$ cat config.mk
export PLATFORM = sky130hd
export DESIGN_NAME = latency_statistics_tracker
export DESIGN_NICKNAME = d
export VERILOG_FILES = /design/src/hw/rtl/lst_pkg.sv /design/src/hw/rtl/latency_statistics_tracker.sv /design/src/hw/rtl/lst_csr.sv /design/src/hw/rtl/lst_running_stats.sv /design/src/hw/rtl/lst_histogram.sv
export SDC_FILE = /design/constraint.sdc
export NUM_CORES = 2
export LEC_CHECK = 0
export BUFFER_PORTS_ARGS = -buffer_cell sky130_fd_sc_hd__buf_2
export CAP_MARGIN = 5
export CORE_UTILIZATION = 50
export DETAILED_ROUTE_END_ITERATION = 6
export MAX_ROUTING_LAYER = met4
export PLACE_DENSITY_LB_ADDON = 0.1
export SLEW_MARGIN = 40
export SYNTH_ARGS = -nofsm -noshare
export SYNTH_HDL_FRONTEND = slang
export SYNTH_SLANG_ARGS = --single-unit
$ cat constraint.sdc
create_clock -name clock -period 7.02 [get_ports clock]
set_input_delay 0.351 -clock clock [delete_from_list [all_inputs] [get_ports clock]]
set_output_delay 0.351 -clock clock [all_outputs]
set_load 0.01 [all_outputs]
$ cat src/hw/rtl/lst_pkg.sv
// shared types and constants for the latency statistics tracker
`default_nettype none

package lst_pkg;

   localparam int DATA_W      = 32;
   localparam int BIN_WIDTH_W = 19;
   localparam int ACC_W       = 48;
   localparam int BIN_OUT_W   = 3;

   localparam int NUM_BINS_DEF         = 7;
   localparam int AVG_SCALE_SHIFT_DEF  = 10;
   localparam int AVG_WEIGHT_SHIFT_DEF = 3;

   localparam logic [DATA_W-1:0] IDLE_TIME_RESET = 32'd1000;
   localparam int                BIN_WIDTH_RESET = 2000;
   localparam logic [DATA_W-1:0] MIN_RESET       = '1;

   localparam int CSR_INDEX_W = 2;
   localparam logic [CSR_INDEX_W-1:0] REG_IDLE_TIME = 2'd0;
   localparam logic [CSR_INDEX_W-1:0] REG_BIN_WIDTH = 2'd1;

   localparam logic OP_ADD   = 1'b0;
   localparam logic OP_CLEAR = 1'b1;

   localparam int REQ_TDATA_W = 32;
   localparam int RSP_FIELD_W = 5 * DATA_W + BIN_OUT_W;
   localparam int RSP_TDATA_W = ((RSP_FIELD_W + 7) / 8) * 8;

   typedef struct packed {
      logic update;
      logic clear;
   } stats_ctl_type;

endpackage

`default_nettype wire

$ cat src/hw/rtl/latency_statistics_tracker.sv
// top level of the latency statistics tracker
//
// req channel: one transaction per sample; req_tuser is the opcode (add sample
// or clear), req_tdata the elapsed time in microseconds.
// rsp channel: one transaction per request carrying the excess latency, the
// minimum, maximum and weighted average, the bin hit and its new count.
// csr channel: register writes, always ready; index 0 is the idle time,
// index 1 the bin width.
// path: a request waits in the input register and its result in the output
// register, which raises rsp_tvalid; an rsp stall can hold the request between.
// throughput: one request per cycle unless rsp stalls; the state update (min,
// max, average accumulator, bin counter read-increment-write) closes on advance.
// an input register and an output register split the two sides, so a
// request is taken while a result waits; when rsp stalls, the input register
// holds one more request and then req_tready drops.
// reset: synchronous; statistics and bin counters return to their reset
// values, registers to idle time 1000 and bin width 2000.
`default_nettype none

module latency_statistics_tracker
   import lst_pkg::*;
#(
   parameter int NUM_BINS         = NUM_BINS_DEF,
   parameter int AVG_SCALE_SHIFT  = AVG_SCALE_SHIFT_DEF,
   parameter int AVG_WEIGHT_SHIFT = AVG_WEIGHT_SHIFT_DEF
) (
   input  wire logic                   clock,
   input  wire logic                   reset,
   input  wire logic                   req_tvalid,
   output logic                        req_tready,
   input  wire logic [REQ_TDATA_W-1:0] req_tdata,   // elapsed_us
   input  wire logic                   req_tuser,   // opcode
   output logic                        rsp_tvalid,
   input  wire logic                   rsp_tready,
   // latency_us, min_us, max_us, average_us, bin_index, bin_count, zero pad
   output logic      [RSP_TDATA_W-1:0] rsp_tdata,
   input  wire logic                   csr_valid,
   output logic                        csr_ready,
   input  wire logic [CSR_INDEX_W-1:0] csr_index,
   input  wire logic [DATA_W-1:0]      csr_data
);

   localparam int LIMIT_W = BIN_WIDTH_W + $clog2(NUM_BINS);
   localparam int IDX_W   = $clog2(NUM_BINS);

   logic                    s1_valid_ff;
   logic                    s1_op_ff;
   logic [DATA_W-1:0]       s1_elapsed_ff;
   logic                    rsp_valid_ff;
   logic [RSP_TDATA_W-1:0]  rsp_data_ff;
   logic                    advance;
   logic                    req_accept;
   logic [DATA_W-1:0]       idle_time;
   logic [LIMIT_W-1:0]      limit [NUM_BINS-1];
   logic [DATA_W-1:0]       latency;
   logic [DATA_W-1:0]       latency_res;
   stats_ctl_type           ctl;
   logic [DATA_W-1:0]       min_val, max_val, avg_val;
   logic [IDX_W-1:0]        bin_idx;
   logic [IDX_W+BIN_OUT_W-1:0] bin_idx_ext;
   logic [DATA_W-1:0]       bin_count;

   assign csr_ready = 1'b1;

   lst_csr #(
      .NUM_BINS (NUM_BINS),
      .LIMIT_W  (LIMIT_W)
   ) u_csr (
      .clock     (clock),
      .reset     (reset),
      .wr_en     (csr_valid && csr_ready),
      .wr_index  (csr_index),
      .wr_data   (csr_data),
      .idle_time (idle_time),
      .limit     (limit)
   );

   assign advance    = s1_valid_ff && (!rsp_valid_ff || rsp_tready);
   assign req_tready = !s1_valid_ff || advance;
   assign req_accept = req_tvalid && req_tready;

   always_ff @(posedge clock) begin
      if (reset) begin
         s1_valid_ff <= 1'b0;
      end else if (req_tready) begin
         s1_valid_ff <= req_tvalid;
      end
   end

   always_ff @(posedge clock) begin
      if (req_accept) begin
         s1_op_ff      <= req_tuser;
         s1_elapsed_ff <= req_tdata;
      end
   end

   assign ctl.clear  = advance && (s1_op_ff == OP_CLEAR);
   assign ctl.update = advance && (s1_op_ff == OP_ADD);

   assign latency     = (s1_elapsed_ff >= idle_time) ? (s1_elapsed_ff - idle_time) : '0;
   assign latency_res = (s1_op_ff == OP_CLEAR) ? '0 : latency;

   lst_running_stats #(
      .AVG_SCALE_SHIFT  (AVG_SCALE_SHIFT),
      .AVG_WEIGHT_SHIFT (AVG_WEIGHT_SHIFT)
   ) u_stats (
      .clock   (clock),
      .reset   (reset),
      .ctl     (ctl),
      .latency (latency),
      .min_out (min_val),
      .max_out (max_val),
      .avg_out (avg_val)
   );

   lst_histogram #(
      .NUM_BINS (NUM_BINS),
      .LIMIT_W  (LIMIT_W),
      .IDX_W    (IDX_W)
   ) u_hist (
      .clock     (clock),
      .reset     (reset),
      .ctl       (ctl),
      .latency   (latency),
      .limit     (limit),
      .bin_idx   (bin_idx),
      .bin_count (bin_count)
   );

   assign bin_idx_ext = {{BIN_OUT_W{1'b0}}, bin_idx};

   always_ff @(posedge clock) begin
      if (reset) begin
         rsp_valid_ff <= 1'b0;
      end else if (advance) begin
         rsp_valid_ff <= 1'b1;
      end else if (rsp_tready) begin
         rsp_valid_ff <= 1'b0;
      end
   end

   always_ff @(posedge clock) begin
      if (advance) begin
         rsp_data_ff <= RSP_TDATA_W'({bin_count, bin_idx_ext[BIN_OUT_W-1:0],
                                      avg_val, max_val, min_val, latency_res});
      end
   end

   assign rsp_tvalid = rsp_valid_ff;
   assign rsp_tdata  = rsp_data_ff;

   // statistics delivered are either the cleared set or an ordered min and max
   a_min_le_max: assert property (@(posedge clock) disable iff (reset)
      rsp_tvalid |-> ((rsp_tdata[2*DATA_W-1:DATA_W] <= rsp_tdata[3*DATA_W-1:2*DATA_W])
                   || ((rsp_tdata[2*DATA_W-1:DATA_W] == MIN_RESET)
                    && (rsp_tdata[3*DATA_W-1:2*DATA_W] == '0))))
      else $error("min exceeds max in a delivered result");

   // a pending request is kept while the output is stalled
   a_s1_hold: assert property (@(posedge clock) disable iff (reset)
      (s1_valid_ff && rsp_valid_ff && !rsp_tready)
         |=> (s1_valid_ff && $stable(s1_elapsed_ff) && $stable(s1_op_ff)))
      else $error("pending request lost while output stalled");

   // the selected bin is always a real bin
   a_bin_range: assert property (@(posedge clock) disable iff (reset)
      ctl.update |-> (int'(bin_idx) < NUM_BINS))
      else $error("bin index out of range");

   // a stalled result register never takes a new result
   a_no_overwrite: assert property (@(posedge clock) disable iff (reset)
      (rsp_valid_ff && !rsp_tready) |-> !advance)
      else $error("result overwritten while stalled");

endmodule

`default_nettype wire

$ cat src/hw/rtl/lst_csr.sv
// configuration registers with precomputed histogram bin limits
`default_nettype none

module lst_csr
   import lst_pkg::*;
#(
   parameter int NUM_BINS = NUM_BINS_DEF,
   parameter int LIMIT_W  = BIN_WIDTH_W + $clog2(NUM_BINS)
) (
   input  wire logic                   clock,
   input  wire logic                   reset,
   input  wire logic                   wr_en,
   input  wire logic [CSR_INDEX_W-1:0] wr_index,
   input  wire logic [DATA_W-1:0]      wr_data,
   output logic      [DATA_W-1:0]      idle_time,
   output logic      [LIMIT_W-1:0]     limit [NUM_BINS-1]
);

   logic [DATA_W-1:0]  idle_time_ff;
   logic [LIMIT_W-1:0] limit_ff [NUM_BINS-1];

   always_ff @(posedge clock) begin
      if (reset) begin
         idle_time_ff <= IDLE_TIME_RESET;
      end else if (wr_en && (wr_index == REG_IDLE_TIME)) begin
         idle_time_ff <= wr_data;
      end
   end

   // bin k ends at (k+1) * bin width
   for (genvar k = 0; k < NUM_BINS - 1; k++) begin : g_limit
      always_ff @(posedge clock) begin
         if (reset) begin
            limit_ff[k] <= LIMIT_W'((k + 1) * BIN_WIDTH_RESET);
         end else if (wr_en && (wr_index == REG_BIN_WIDTH)) begin
            limit_ff[k] <= LIMIT_W'(k + 1) * LIMIT_W'(wr_data[BIN_WIDTH_W-1:0]);
         end
      end
      assign limit[k] = limit_ff[k];
   end

   assign idle_time = idle_time_ff;

endmodule

`default_nettype wire

$ cat src/hw/rtl/lst_running_stats.sv
// running minimum, maximum and weighted average of the latency
`default_nettype none

module lst_running_stats
   import lst_pkg::*;
#(
   parameter int AVG_SCALE_SHIFT  = AVG_SCALE_SHIFT_DEF,
   parameter int AVG_WEIGHT_SHIFT = AVG_WEIGHT_SHIFT_DEF
) (
   input  wire logic                clock,
   input  wire logic                reset,
   input  wire stats_ctl_type       ctl,
   input  wire logic [DATA_W-1:0]   latency,
   output logic      [DATA_W-1:0]   min_out,
   output logic      [DATA_W-1:0]   max_out,
   output logic      [DATA_W-1:0]   avg_out
);

   localparam int SUM_W = ACC_W + AVG_WEIGHT_SHIFT + 1;

   logic [DATA_W-1:0] min_ff, min_in;
   logic [DATA_W-1:0] max_ff, max_in;
   logic [ACC_W-1:0]  acc_ff, acc_in;
   logic [ACC_W-1:0]  scaled;
   logic [SUM_W-1:0]  sum;
   logic [ACC_W-1:0]  acc_shifted;

   assign scaled = ACC_W'(latency) << AVG_SCALE_SHIFT;
   assign sum    = (SUM_W'(acc_ff) << AVG_WEIGHT_SHIFT) - SUM_W'(acc_ff) + SUM_W'(scaled);

   always_comb begin
      min_in = min_ff;
      max_in = max_ff;
      acc_in = acc_ff;
      if (ctl.clear) begin
         min_in = MIN_RESET;
         max_in = '0;
         acc_in = '0;
      end else if (ctl.update) begin
         min_in = (latency < min_ff) ? latency : min_ff;
         max_in = (latency > max_ff) ? latency : max_ff;
         acc_in = (acc_ff != '0) ? sum[ACC_W+AVG_WEIGHT_SHIFT-1:AVG_WEIGHT_SHIFT] : scaled;
      end
   end

   always_ff @(posedge clock) begin
      if (reset) begin
         min_ff <= MIN_RESET;
         max_ff <= '0;
         acc_ff <= '0;
      end else begin
         min_ff <= min_in;
         max_ff <= max_in;
         acc_ff <= acc_in;
      end
   end

   assign acc_shifted = acc_in >> AVG_SCALE_SHIFT;
   assign min_out     = min_in;
   assign max_out     = max_in;
   assign avg_out     = acc_shifted[DATA_W-1:0];

endmodule

`default_nettype wire

$ cat src/hw/rtl/lst_histogram.sv
// bin selection by parallel compares and the bin counters
`default_nettype none

module lst_histogram
   import lst_pkg::*;
#(
   parameter int NUM_BINS = NUM_BINS_DEF,
   parameter int LIMIT_W  = BIN_WIDTH_W + $clog2(NUM_BINS),
   parameter int IDX_W    = $clog2(NUM_BINS)
) (
   input  wire logic                clock,
   input  wire logic                reset,
   input  wire stats_ctl_type       ctl,
   input  wire logic [DATA_W-1:0]   latency,
   input  wire logic [LIMIT_W-1:0]  limit [NUM_BINS-1],
   output logic      [IDX_W-1:0]    bin_idx,
   output logic      [DATA_W-1:0]   bin_count
);

   logic [DATA_W-1:0]   count_ff [NUM_BINS];
   logic [DATA_W-1:0]   count_in;
   logic [NUM_BINS-2:0] past_limit;
   logic [IDX_W-1:0]    sel_idx;

   for (genvar k = 0; k < NUM_BINS - 1; k++) begin : g_cmp
      assign past_limit[k] = latency >= DATA_W'(limit[k]);
   end

   // lowest bin whose upper limit is not reached, else the overflow bin
   always_comb begin
      sel_idx = IDX_W'(NUM_BINS - 1);
      for (int k = NUM_BINS - 2; k >= 0; k--) begin
         if (!past_limit[k]) begin
            sel_idx = IDX_W'(k);
         end
      end
   end

   assign count_in = count_ff[sel_idx] + 1'b1;

   always_ff @(posedge clock) begin
      if (reset || ctl.clear) begin
         for (int i = 0; i < NUM_BINS; i++) begin
            count_ff[i] <= '0;
         end
      end else if (ctl.update) begin
         count_ff[sel_idx] <= count_in;
      end
   end

   assign bin_idx   = ctl.clear ? '0 : sel_idx;
   assign bin_count = ctl.clear ? '0 : count_in;

endmodule

`default_nettype wire
==> flow_metrics.tcl <==
set metrics [dict create \
    p_total_mw 16.02 \
    vdd_ir_drop_max_v 0.0007394 \
    dp_hpwl_um 82800 \
    cap_violations 0 \
    grt_antenna_before_repair 4 \
    portBuffers 236 \
    synth_cell_types 108 \
    ctsRootBufferMaster "clkbuf_16" \
    first_pass_iters 7 \
    yosysWarnings 0 \
    max_freq_mhz 141.4 \
    synth_compound_area_share_pct 13.45 \
    multi_input_area_um2 19300 \
    tritoncts "yes" \
    finalWorstSetupSlack_ns -0.05072 \
    setup_viol 40 \
    routed-via-count 31080 \
    ys_ff_latch 642 \
    layout-drive-gt1-share_pct 27.95 \
    layout_min_cycle_time_ns 7.071 \
    start_util_pct 50.65 \
    regArea_um2 17500 \
    failed_checks "DRC, setup timing" \
    worstPathRequired_ns 7.35 \
    worstSetupPathType "reg2reg" \
    timing.rr.start "s1_elapsed_ff[18]" \
    cp_slowest_cell "or4_4" \
    synthArstFlopShare_pct 0 \
    ys.flop_type "edfxtp_1" \
    synth_mux_area_share_pct 3.090 \
    seq_area_frac_synth_pct 47.27 \
    place_congestion 0.9490 \
    ios 243 \
    detail-route-antenna-nets 0 \
    grt_start_max_net_pins 117 \
    dr.first_iter.drc_count 2907 \
    hold_viol 0 \
    startpoint_type "flop" \
    synth_area_um2 37010 \
    hold_ws_ns 0.03799 \
    place_area_um2 42390 \
    cts.sinks 642 \
    grt.overflow.total 0 \
    crit_top_cell "buf_4" \
    final_common_cell "edfxtp_1" \
    period_share_pct 100.7 \
    pre_cts_ws_ns -0.4819 \
    synth_top_family_by_area "simple AND/OR/NAND/NOR gates" \
    syn_inst 3627 \
    finClkSkew_ns 0.02806 \
    layout_common_cells "edfxtp_1, buf_4, inv_1, ha_1, nand2_1" \
    cts_max_level 3 \
    num_rows 99 \
    synth_xor_area_share_pct 2.319 \
    r2r_cells 33 \
    hold_end "rsp_tvalid" \
    p_leak_nw 20.45 \
    coreArea_um2 73080 \
    clockBufferDepth 3 \
    slowest_delay_ns 0.60 \
    worstHoldPathCells 4 \
    synth_edf_count 464 \
    wl_um 117700 \
    slew_headroom_pct 37.89 \
    hp-start "rsp_tready" \
    nets 4791 \
    cts_buffers 74 \
    worst_hold_path_type "in2reg" \
    regToRegSetupSlack_ns -0.05 \
    globalRouteTotalUtil_pct 31.83 \
    stdcell_area_um2 48050 \
    area_delta_synth_final_pct 29.82 \
    drcViolationCount 64 \
    num-fill-cells 5792 \
    cp_max_fo 7 \
    grt_pass1_wl_um 176100 \
    power_per_cell_area_nw_per_um2 333.4 \
    tns_ns -0.8568 \
    avgSynthCellArea_um2 10.20 \
    clkTransAtPathRegs_ns 0.06 \
    synth_adder_area_share_pct 12.64 \
    fp.dieH_um 274.1 \
    timing.rr.end "u_hist.count_ff[5][19]" \
    outcome "finished, violations left" \
    dieArea_um2 75120 \
    grt_pass1_vias 29960 \
    grt_setup_unrepaired "yes" \
    synthSimpleGateAreaFrac_pct 15.61 \
    end_kind "flop" \
    critPathArrivalTime_ns 7.40 \
    tightestPinTransition_ns 0.9246 \
    wl_per_cell_um 21.86 \
    die_w_um 274.1 \
    worst_skew_pair.late_latency_ns 0.63 \
    avgViaCountPerCell 5.771 \
    finalMaxSlewViolations 0 \
]
[critical path: cells and delay by family (launching register included)]
kind	cells	cell delay, ns
buf+inv	9	1.26
fa+ha+maj	2	0.59
simple gates	15	3.32
compound gates	7	1.21
flops	1	0.40
[metrics by stage]
| stage | util, % | std cells |
|---|---|---|
| floorplan | - | 3648 |
| global placement | 57.98 | 5122 |
| detailed placement | 58.00 | 5122 |
| CTS | 63.68 | 5354 |
| global route | 65.75 | 5385 |
| finish | 65.75 | 5386 |
[registers in the layout, summed over array words and instances (netlist names)]
| name | flops |
|---|---|
| rsp_tdata | 163 |
| u_stats.min_ff | 32 |
| s1_valid_ff | 1 |
| u_hist.count_ff | 241 |
| s1_op_ff | 1 |
| u_stats.acc_ff | 48 |
| u_csr.idle_time | 32 |
| u_csr.limit_ff | 59 |
| rsp_tvalid | 1 |
| u_stats.max_ff | 32 |
| s1_elapsed_ff | 32 |
[timing repair]
item                       CTS  global route
cloned                       5             1
setup endpoints to repair  230           240
setup buffers               44            32
gates resized for setup    150           247
hold buffers                47             0
pin swaps                   52            94
hold endpoints to repair    47             0
[where the power goes]
group          internal [mW]  switching, mW  total [mW]
Sequential              4.48          0.245        4.72
Clock                   2.33           1.65        3.98
Combinational           3.16           4.16        7.32
[kinds of logic after synthesis]
logic type	count (synthesis)
AND/OR/NAND/NOR	1179
AO/OA/AOI/OAI	738
flip-flops	642
buffers and inverters	511
adder cells (fa/ha/maj)	354
multiplexers	103
XOR/XNOR	98
other	2
[cells in the mapped netlist (32+ instances only)]
| library cell | instances | area share (%) |
|---|---|---|
| nor2_1 | 289 | 2.9 |
| nor2b_1 | 60 | 1.0 |
| nand3_1 | 79 | 1.1 |
| a21oi_1 | 224 | 3.0 |
| edfxtp_1 | 464 | 38 |
| inv_1 | 333 | 3.4 |
| and2_1 | 35 | 0.59 |
| xnor2_1 | 69 | 1.6 |
| nand2_1 | 293 | 3.0 |
| fa_1 | 33 | 1.8 |
| buf_2 | 37 | 0.50 |
| dfxtp_1 | 178 | 9.6 |
| clkbuf_1 | 110 | 1.1 |
| nor3_1 | 196 | 2.7 |
| o21a_1 | 38 | 0.77 |
| ha_1 | 321 | 11 |
| o21ai_0 | 96 | 1.3 |
| mux2i_1 | 85 | 2.3 |
| nand4_1 | 61 | 1.0 |
| o22ai_1 | 32 | 0.54 |
| a21o_1 | 66 | 1.3 |
[routing by layer]
layer	track usage (%)	vias to the layer above	wire length, um
met4	10.25	0	3958
met1	44.23	14990	51870
met2	47.67	1225	52880
met5	-	-	0
li1	-	14610	-
met3	4.825	260	9022
[layout make-up]
type                       instances  area share, %
multi-input combinational       2495          40.17
timing repair buffer             815          13.02
antenna                            1       0.005208
clock buffer                     100          4.335
clock inverter                    37         0.8931
tap                              959          2.497
sequential                       642          36.41
inverter                         337          2.669
[worst max path at each step]
stage / slack (ns) / cells past startpoint / start / end
2_1_floorplan: 0.008 / 37 / s1_elapsed_ff[0] / u_hist.count_ff[5][26]
3_3_place_gp: -0.59 / 33 / s1_elapsed_ff[0] / u_hist.count_ff[5][29]
3_5_place_dp: -0.48 / 32 / s1_elapsed_ff[0] / u_hist.count_ff[7][31]
4_1_cts: -0.06 / 34 / s1_elapsed_ff[0] / u_hist.count_ff[4][31]
5_1_grt: -0.30 / 35 / s1_elapsed_ff[8] / u_hist.count_ff[7][19]
6_report: -0.05 / 33 / s1_elapsed_ff[18] / u_hist.count_ff[5][19]
Power figures use the tool's default switching activity.
